File: config.mk
export PLATFORM = sky130hd
export DESIGN_NAME = integer_to_base_string
export DESIGN_NICKNAME = d
export VERILOG_FILES = /design/src/hdl/itbs_pkg.sv /design/src/hdl/itbs_ram.sv /design/src/hdl/itbs_divider.sv /design/src/hdl/integer_to_base_string.sv
export SDC_FILE = /design/constraint.sdc
export NUM_CORES = 1
export LEC_CHECK = 0
export BUFFER_PORTS_ARGS = -buffer_cell sky130_fd_sc_hd__buf_4
export CAP_MARGIN = 10
export CORE_ASPECT_RATIO = 2
export CORE_MARGIN = 3
export CORE_UTILIZATION = 55
export CTS_BUF_LIST = sky130_fd_sc_hd__clkbuf_8
export CTS_CLUSTER_DIAMETER = 100
export DETAILED_ROUTE_END_ITERATION = 10
export MAX_ROUTING_LAYER = met4
export PLACE_DENSITY = 0.75
export REMOVE_ABC_BUFFERS = 1
export SETUP_SLACK_MARGIN = 0.3
export SYNTH_ARGS = -nofsm -noshare
export SYNTH_HDL_FRONTEND = slang
export SYNTH_SLANG_ARGS = --single-unit
File: constraint.sdc
create_clock -name clock -period 10.2 [get_ports clock]
set_clock_uncertainty 0.15 [all_clocks]
set_input_delay 0.51 -clock clock [delete_from_list [all_inputs] [get_ports clock]]
set_output_delay 0.51 -clock clock [all_outputs]
set_load 0.05 [all_outputs]
File: src/hdl/itbs_pkg.sv
// Shared types, constants and helper functions for the integer to base string converter.
// Used by the top level integer_to_base_string and by its divider itbs_divider.
// No dependencies.
package itbs_pkg;

   // Field widths of the input and result items.
   localparam int VALUE_BITS = 32;
   localparam int RADIX_BITS = 6;
   localparam int CHAR_BITS  = 7;
   localparam int DIGIT_BITS = 6;

   // Default conversion width, handed to the top level parameter.
   localparam int VALUE_WIDTH_DEFAULT = 32;

   // Quotient bits the divider retires per clock cycle.
   localparam int DIV_STEP_BITS = 4;

   // Legal bases.
   localparam logic [RADIX_BITS-1:0] RADIX_MIN = 6'd2;
   localparam logic [RADIX_BITS-1:0] RADIX_MAX = 6'd36;

   // ASCII codes.
   localparam logic [CHAR_BITS-1:0] CHAR_ZERO    = 7'h30;
   localparam logic [CHAR_BITS-1:0] CHAR_MINUS   = 7'h2D;
   localparam logic [CHAR_BITS-1:0] CHAR_LOWER_A = 7'h61;
   localparam logic [CHAR_BITS-1:0] CHAR_NONE    = 7'h00;

   // Input item.
   typedef struct packed {
      logic signed [VALUE_BITS-1:0] value;
      logic [RADIX_BITS-1:0]        radix;
   } itbs_req_type;

   // Result item, one per character.
   typedef struct packed {
      logic [CHAR_BITS-1:0] out_char;
      logic                 last_char;
      logic                 bad_radix;
   } itbs_rsp_type;

   // Control from the sequencer to the divider.
   typedef struct packed {
      logic load;
      logic run;
   } itbs_div_ctrl_type;

   // Status from the divider back to the sequencer.
   typedef struct packed {
      logic                  done;
      logic                  quotient_zero;
      logic [DIGIT_BITS-1:0] remainder;
   } itbs_div_status_type;

   // Sequencer states.
   typedef enum logic [1:0] {
      ST_IDLE,
      ST_DIVIDE,
      ST_SIGN,
      ST_EMIT
   } itbs_state_type;

   // True when the base lies in the legal range.
   function automatic logic radix_is_valid(input logic [RADIX_BITS-1:0] radix);
      return (radix >= RADIX_MIN) && (radix <= RADIX_MAX);
   endfunction

   // Map a digit value to its ASCII character: '0'-'9', then 'a'-'z'.
   function automatic logic [CHAR_BITS-1:0] digit_char(input logic [DIGIT_BITS-1:0] digit);
      logic [CHAR_BITS-1:0] wide;
      wide = CHAR_BITS'(digit);
      if (digit < 6'd10) begin
         return CHAR_ZERO + wide;
      end
      return CHAR_LOWER_A + wide - 7'd10;
   endfunction

endpackage

File: src/hdl/itbs_ram.sv
// Generic single write port, single read port RAM with a registered read.
// Holds the digits of a conversion for integer_to_base_string.
// No dependencies.
module itbs_ram #(
   parameter int WIDTH = 6,
   parameter int DEPTH = 32
) (
   input  logic                     clock,
   input  logic                     wr_en,
   input  logic [$clog2(DEPTH)-1:0] wr_addr,
   input  logic [WIDTH-1:0]         wr_data,
   input  logic [$clog2(DEPTH)-1:0] rd_addr,
   output logic [WIDTH-1:0]         rd_data
);

   logic [WIDTH-1:0] mem_ff [DEPTH];
   logic [WIDTH-1:0] rd_data_ff;

   // One write and one registered read per cycle.
   always_ff @(posedge clock) begin
      if (wr_en) begin
         mem_ff[wr_addr] <= wr_data;
      end
      rd_data_ff <= mem_ff[rd_addr];
   end

   assign rd_data = rd_data_ff;

endmodule

File: src/hdl/itbs_divider.sv
// Shared restoring divider for integer_to_base_string: divides by the base DIV_STEP_BITS
// quotient bits per cycle and chains into the next division with the quotient.
// Depends on itbs_pkg.
module itbs_divider #(
   parameter int VALUE_WIDTH = itbs_pkg::VALUE_WIDTH_DEFAULT
) (
   input  logic                                clock,
   input  logic                                reset,
   input  itbs_pkg::itbs_div_ctrl_type         ctrl,
   input  logic [VALUE_WIDTH-1:0]              dividend,
   input  logic [itbs_pkg::RADIX_BITS-1:0]     divisor,
   output itbs_pkg::itbs_div_status_type       status
);

   localparam int STEP    = itbs_pkg::DIV_STEP_BITS;
   localparam int NCHUNK  = (VALUE_WIDTH + STEP - 1) / STEP;
   localparam int DIV_W   = NCHUNK * STEP;
   localparam int CHUNK_W = $clog2(NCHUNK);
   localparam int DB      = itbs_pkg::DIGIT_BITS;

   logic [DIV_W-1:0]                  dividend_ff, dividend_in;
   logic [itbs_pkg::RADIX_BITS-1:0]   divisor_ff, divisor_in;
   logic [DB-1:0]                     rem_ff, rem_in;
   logic [CHUNK_W-1:0]                chunk_ff, chunk_in;

   logic [DB-1:0]    rem_step [STEP+1];
   logic [DB:0]      trial [STEP];
   logic [STEP-1:0]  qbits;
   logic [DIV_W-1:0] shifted;
   logic             last_chunk;

   // DIV_STEP_BITS restoring steps: shift in a dividend bit, subtract the base if it fits.
   always_comb begin
      rem_step[0] = rem_ff;
      for (int j = 0; j < STEP; j++) begin
         trial[j] = {rem_step[j], dividend_ff[DIV_W-1-j]};
         if (trial[j] >= {1'b0, divisor_ff}) begin
            qbits[STEP-1-j] = 1'b1;
            rem_step[j+1]   = DB'(trial[j] - {1'b0, divisor_ff});
         end else begin
            qbits[STEP-1-j] = 1'b0;
            rem_step[j+1]   = trial[j][DB-1:0];
         end
      end
      shifted    = {dividend_ff[DIV_W-STEP-1:0], qbits};
      last_chunk = (chunk_ff == CHUNK_W'(NCHUNK - 1));
   end

   // The shift register fills with quotient bits; after the last chunk it holds
   // the quotient, which is the dividend of the next division.
   always_comb begin
      dividend_in = dividend_ff;
      divisor_in  = divisor_ff;
      rem_in      = rem_ff;
      chunk_in    = chunk_ff;
      if (ctrl.load) begin
         dividend_in = DIV_W'(dividend);
         divisor_in  = divisor;
         rem_in      = '0;
         chunk_in    = '0;
      end else if (ctrl.run) begin
         dividend_in = shifted;
         rem_in      = last_chunk ? '0 : rem_step[STEP];
         chunk_in    = last_chunk ? '0 : chunk_ff + CHUNK_W'(1);
      end
   end

   always_ff @(posedge clock) begin
      if (reset) begin
         chunk_ff <= '0;
      end else begin
         chunk_ff <= chunk_in;
      end
      dividend_ff <= dividend_in;
      divisor_ff  <= divisor_in;
      rem_ff      <= rem_in;
   end

   // Status is valid in the cycle that finishes a division.
   assign status.done          = ctrl.run && last_chunk;
   assign status.quotient_zero = (shifted == '0);
   assign status.remainder     = rem_step[STEP];

   // A finished digit is always below the base.
   assert property (@(posedge clock) disable iff (reset)
      status.done |-> (status.remainder < divisor_ff))
      else $error("divider remainder not below the base");

endmodule

File: src/hdl/integer_to_base_string.sv
// Top level of the integer to base string converter: sequencer, digit store and output register.
// Depends on itbs_pkg, itbs_divider and itbs_ram.
//
// An item is taken when start is high and busy is low; busy then stays high until the
// last character has been launched. Characters come out one per cycle on rsp_data,
// most significant first, each marked by rsp_strobe for exactly one cycle, with a
// leading '-' for negative values and last_char on the final one; the receiver must
// take them as they come. A base outside 2 to 36 gives a single result with
// bad_radix set, in the cycle after the item, and the block stays ready. For a legal
// base the time is set by the shared divider, which retires four quotient bits per
// cycle: each digit costs one full division by the base, and the sign step is
// taken whether or not a sign is printed.
module integer_to_base_string #(
   parameter int VALUE_WIDTH = itbs_pkg::VALUE_WIDTH_DEFAULT
) (
   input  logic                   clock,
   input  logic                   reset,
   input  logic                   start,
   output logic                   busy,
   input  itbs_pkg::itbs_req_type req_data,
   output logic                   rsp_strobe,
   output itbs_pkg::itbs_rsp_type rsp_data
);

   localparam int IDX_W = $clog2(VALUE_WIDTH);
   localparam int CNT_W = $clog2(VALUE_WIDTH + 1);
   localparam int DB    = itbs_pkg::DIGIT_BITS;

   itbs_pkg::itbs_state_type      state_ff, state_in;
   logic [CNT_W-1:0]              count_ff, count_in;
   logic [IDX_W-1:0]              idx_ff, idx_in;
   logic                          neg_ff, neg_in;
   logic                          rsp_strobe_ff, rsp_strobe_in;
   itbs_pkg::itbs_rsp_type        rsp_data_ff, rsp_data_in;

   itbs_pkg::itbs_div_ctrl_type   div_ctrl;
   itbs_pkg::itbs_div_status_type div_status;

   logic                          accept;
   logic                          radix_ok;
   logic [VALUE_WIDTH-1:0]        value_w;
   logic [VALUE_WIDTH-1:0]        magnitude;

   logic                          ram_wr_en;
   logic [IDX_W-1:0]              ram_wr_addr;
   logic [DB-1:0]                 ram_wr_data;
   logic [DB-1:0]                 ram_rd_data;

   // Take the low bits of the value as a two's-complement number and form its magnitude.
   assign accept    = start && (state_ff == itbs_pkg::ST_IDLE);
   assign radix_ok  = itbs_pkg::radix_is_valid(req_data.radix);
   assign value_w   = VALUE_WIDTH'($unsigned(req_data.value));
   assign magnitude = value_w[VALUE_WIDTH-1] ? (~value_w + VALUE_WIDTH'(1)) : value_w;

   // Next state.
   always_comb begin
      state_in = state_ff;
      unique case (state_ff)
         itbs_pkg::ST_IDLE: begin
            if (accept && radix_ok) begin
               state_in = itbs_pkg::ST_DIVIDE;
            end
         end
         itbs_pkg::ST_DIVIDE: begin
            if (div_status.done && div_status.quotient_zero) begin
               state_in = itbs_pkg::ST_SIGN;
            end
         end
         itbs_pkg::ST_SIGN: begin
            state_in = itbs_pkg::ST_EMIT;
         end
         itbs_pkg::ST_EMIT: begin
            if (idx_ff == '0) begin
               state_in = itbs_pkg::ST_IDLE;
            end
         end
         default: begin
            state_in = itbs_pkg::ST_IDLE;
         end
      endcase
   end

   // Datapath control and result formation.
   always_comb begin
      count_in      = count_ff;
      idx_in        = idx_ff;
      neg_in        = neg_ff;
      rsp_strobe_in = 1'b0;
      rsp_data_in   = '{out_char: itbs_pkg::CHAR_NONE, last_char: 1'b0, bad_radix: 1'b0};
      div_ctrl      = '{load: 1'b0, run: 1'b0};
      ram_wr_en     = 1'b0;
      ram_wr_addr   = count_ff[IDX_W-1:0];
      ram_wr_data   = div_status.remainder;
      unique case (state_ff)
         itbs_pkg::ST_IDLE: begin
            if (accept) begin
               if (radix_ok) begin
                  div_ctrl.load = 1'b1;
                  neg_in        = value_w[VALUE_WIDTH-1];
                  count_in      = '0;
               end else begin
                  rsp_strobe_in = 1'b1;
                  rsp_data_in   = '{out_char: itbs_pkg::CHAR_NONE, last_char: 1'b1,
                                    bad_radix: 1'b1};
               end
            end
         end
         itbs_pkg::ST_DIVIDE: begin
            // Each finished division stores one digit, least significant first.
            div_ctrl.run = 1'b1;
            if (div_status.done) begin
               ram_wr_en = 1'b1;
               count_in  = count_ff + CNT_W'(1);
               idx_in    = count_ff[IDX_W-1:0];
            end
         end
         itbs_pkg::ST_SIGN: begin
            // The read of the top digit is under way; launch the sign if needed.
            rsp_strobe_in = neg_ff;
            rsp_data_in   = '{out_char: itbs_pkg::CHAR_MINUS, last_char: 1'b0,
                              bad_radix: 1'b0};
         end
         itbs_pkg::ST_EMIT: begin
            rsp_strobe_in = 1'b1;
            rsp_data_in   = '{out_char: itbs_pkg::digit_char(ram_rd_data),
                              last_char: (idx_ff == '0), bad_radix: 1'b0};
            if (idx_ff != '0) begin
               idx_in = idx_ff - IDX_W'(1);
            end
         end
         default: begin
         end
      endcase
   end

   always_ff @(posedge clock) begin
      if (reset) begin
         state_ff      <= itbs_pkg::ST_IDLE;
         count_ff      <= '0;
         neg_ff        <= 1'b0;
         rsp_strobe_ff <= 1'b0;
      end else begin
         state_ff      <= state_in;
         count_ff      <= count_in;
         neg_ff        <= neg_in;
         rsp_strobe_ff <= rsp_strobe_in;
      end
      idx_ff      <= idx_in;
      rsp_data_ff <= rsp_data_in;
   end

   // Shared divider.
   itbs_divider #(
      .VALUE_WIDTH (VALUE_WIDTH)
   ) u_divider (
      .clock    (clock),
      .reset    (reset),
      .ctrl     (div_ctrl),
      .dividend (magnitude),
      .divisor  (req_data.radix),
      .status   (div_status)
   );

   // Digit store; the read address follows the next index so data lines up in ST_EMIT.
   itbs_ram #(
      .WIDTH (DB),
      .DEPTH (VALUE_WIDTH)
   ) u_digit_store (
      .clock   (clock),
      .wr_en   (ram_wr_en),
      .wr_addr (ram_wr_addr),
      .wr_data (ram_wr_data),
      .rd_addr (idx_in),
      .rd_data (ram_rd_data)
   );

   assign busy       = (state_ff != itbs_pkg::ST_IDLE);
   assign rsp_strobe = rsp_strobe_ff;
   assign rsp_data   = rsp_data_ff;

   // An item with a bad base answers with a flagged result in the next cycle.
   assert property (@(posedge clock) disable iff (reset)
      (start && !busy && !radix_ok) |=> (rsp_strobe && rsp_data.bad_radix))
      else $error("bad base did not produce a flagged result");

   // The final character leaves the block ready for the next item.
   assert property (@(posedge clock) disable iff (reset)
      (rsp_strobe && rsp_data.last_char) |-> !busy)
      else $error("still busy on the final character");

   // Characters of one number come out in consecutive cycles.
   assert property (@(posedge clock) disable iff (reset)
      (rsp_strobe && !rsp_data.last_char) |=> rsp_strobe)
      else $error("gap inside a character string");

endmodule
==> impl_metrics.json <==
{
  "outcome": "finished, final reports clean",
  "end_kind": "register",
  "synth-seq-cells": 268,
  "core_mm2": 0.02333,
  "slew-limit-headroom_pct": 31.38,
  "layout-drive-gt1-share_pct": 11.58,
  "die_width_um": 115.1,
  "synth-warning-count": 0,
  "fin_nets": 1322,
  "rows": 79,
  "cp_max_fo": 19,
  "initial_core_util_pct": 56.11,
  "final_common_cell": "nand2_1",
  "grt_overflow": 0,
  "cp_common_cell": "ha_1",
  "netlist_instances": 1190,
  "clock_latency_ps": 530,
  "r2r_cells": 25,
  "slowest_stage": "a211oi_2",
  "finalHoldViolations": 0,
  "holdPathStages": 1,
  "grt_max_degree": 98,
  "ys_async_sr_fraction_pct": 0,
  "gp_congestion": 0.9142,
  "cts_buffers": 36,
  "initialDrtViolationCount": 517,
  "setup_viol": 0,
  "syn_area_per_cell_um2": 11.00,
  "rsz0062_at_grt": "false",
  "vias_per_cell": 6.056,
  "setup.worst_path.start_class": "register",
  "critical_path.startpoint": "u_divider.divisor_ff[1]",
  "min_period_ps": 9382,
  "antenna_found_initial": 0,
  "track_usage_pct": 25.63,
  "wl_um": 32240,
  "ys_types": 69,
  "cp.arrival_ps": 9590,
  "cp.required_ps": 10410,
  "io_pins": 52,
  "grt_first_pass_wirelength_um": 49260,
  "drv_slew": 0,
  "antenna_left": 0,
  "ys_seq_area_share_pct": 58.58,
  "cts_buffer_depth": 3,
  "cap_violations": 0,
  "die_h_um": 224.2,
  "n_antenna_cell": 0,
  "cts.sinks": 268,
  "max_clock_freq_mhz": 106.6,
  "fillers": 1867,
  "cts_tree": "yes",
  "finalCritPeriodShare_pct": 91.98,
  "drt_first_pass_iters": 4,
  "portBuffers": 51,
  "hold_start": "req_data[4]",
  "grt_pass1_vias": 9351,
  "rr_startpoint": "u_divider.divisor_ff[1]",
  "die-area_mm2": 0.02580,
  "cts-root-buf": "clkbuf_8",
  "tightest_slew_ps": 1029,
  "dr_total_vias": 9350,
  "crit_type": "register to register",
  "synth_area_mm2": 0.01309,
  "hpwl_um": 22350,
  "htree_levels": 2,
  "yosys_most_used_dff": "edfxtp_1",
  "fin_tns_setup_ps": 0,
  "final_cell_mix": "nand2_1 (254), edfxtp_1 (230), nor2_1 (69)",
  "cts.reportedPaths.clkPinSlew_ps": 70,
  "drc_errors": 0,
  "slowest_delay_ps": 740,
  "hold_class": "primary input to register",
  "syn2layout_area_growth_pct": 10.61,
  "synth_edf_count": 230,
  "wire_per_inst_um": 20.88
}
[flip-flops by register name (all words and copies together) (netlist names)]
name                   cells
idx_ff                     5
count_ff                   5
state_ff                   2
rsp_data                   9
u_divider.divisor_ff       6
u_divider.dividend_ff     32
u_divider.chunk_ff         3
neg_ff                     1
u_divider.rem_ff           6
u_digit_store.rd_data      6
u_digit_store.mem_ff     192
rsp_strobe                 1
[worst max-delay path: cells and delay by family, from the launching register on]
family / cells / cell delay (ps)
AO/OA/AOI/OAI: 14 / 4900
adder cells (fa/ha/maj): 4 / 1410
AND/OR/NAND/NOR: 3 / 800
multiplexers: 2 / 780
buffers and inverters: 2 / 590
flip-flops: 1 / 570
[metal layers]
layer  GRT usage (%)  up-vias  routed length [um]
met5               -        -                   0
met4           15.88        0                2245
met3           2.379      105                1440
met2           47.16      331               18100
met1           25.02     4474               10450
li1                -     4440                   -
[logic make-up after synthesis]
group | Yosys count | share of synthesized area (%)
adders and majority gates | 45 | 4.531
and+or+nand+nor | 498 | 17.48
DFF | 268 | 58.58
xor gates and xnor gates | 49 | 3.279
buffers and inverters | 98 | 2.820
AOI/OAI and AO/OA | 202 | 10.92
muxes | 30 | 2.390
[Yosys cell counts (12+ instances only)]
master	instances	share of area [%]
edfxtp_1	230	53
nand2b_1	12	0.57
inv_1	37	1.1
and3_1	26	1.2
xor2_1	33	2.2
nand3_1	58	2.2
a311oi_1	36	2.4
ha_1	41	3.9
nor2_1	69	2.0
buf_1	13	0.37
a21oi_1	28	1.1
dfxtp_1	38	5.8
o21ai_0	45	1.7
xnor2_1	16	1.1
clkbuf_1	46	1.3
mux2i_1	20	1.5
nand2_1	254	7.3
a31oi_1	15	0.72
nor3_1	15	0.57
[layout make-up]
cell class                      instances  area, um2  share of cell area [%]
Clock buffer                           37      509.2                   3.517
Clock inverter                         26      136.4                  0.9420
Inverter                               38      142.6                  0.9852
Multi-Input combinational cell        825       5160                   35.64
Sequential cell                       268       7667                   52.96
Tap cell                              283      354.1                   2.446
Timing Repair Buffer                   67      508.0                   3.509
[worst paths after layout]
kind / to / slack, ps
worst max-delay path: u_digit_store.mem_ff[26][1] / 820
worst min-delay path: u_divider.divisor_ff[4] / 20
worst max register to register: u_digit_store.mem_ff[26][1] / 820
worst min register to register: neg_ff / 310
[metrics by stage]
stage / utilization [%] / area [um2] / hold WS [ps] / setup WS [ps] / cells
finish: 62.06 / 14480 / 24.99 / 817.7 / 1544
global route: 62.06 / 14480 / 18.68 / 292.6 / 1544
CTS: 61.85 / 14430 / 1.455 / 713.4 / 1540
detailed placement: 59.00 / 13760 / 307.7 / 759.2 / 1475
global placement: 59.00 / 13760 / 298.6 / 983.8 / 1475
floorplan: - / 12860 / 280.7 / -1880 / 1130
[what timing repair did]
item                                   CTS  global route
endpoints found under the hold margin    2             0
hold buffers                             2             0
gates resized for setup                  0             3
setup endpoints to repair                0           178
buffers inserted                         0             3
Power is left out: the tool's default activity adds up to more than one toggle a clock period on the data nets, which glitch-free logic cannot reach.
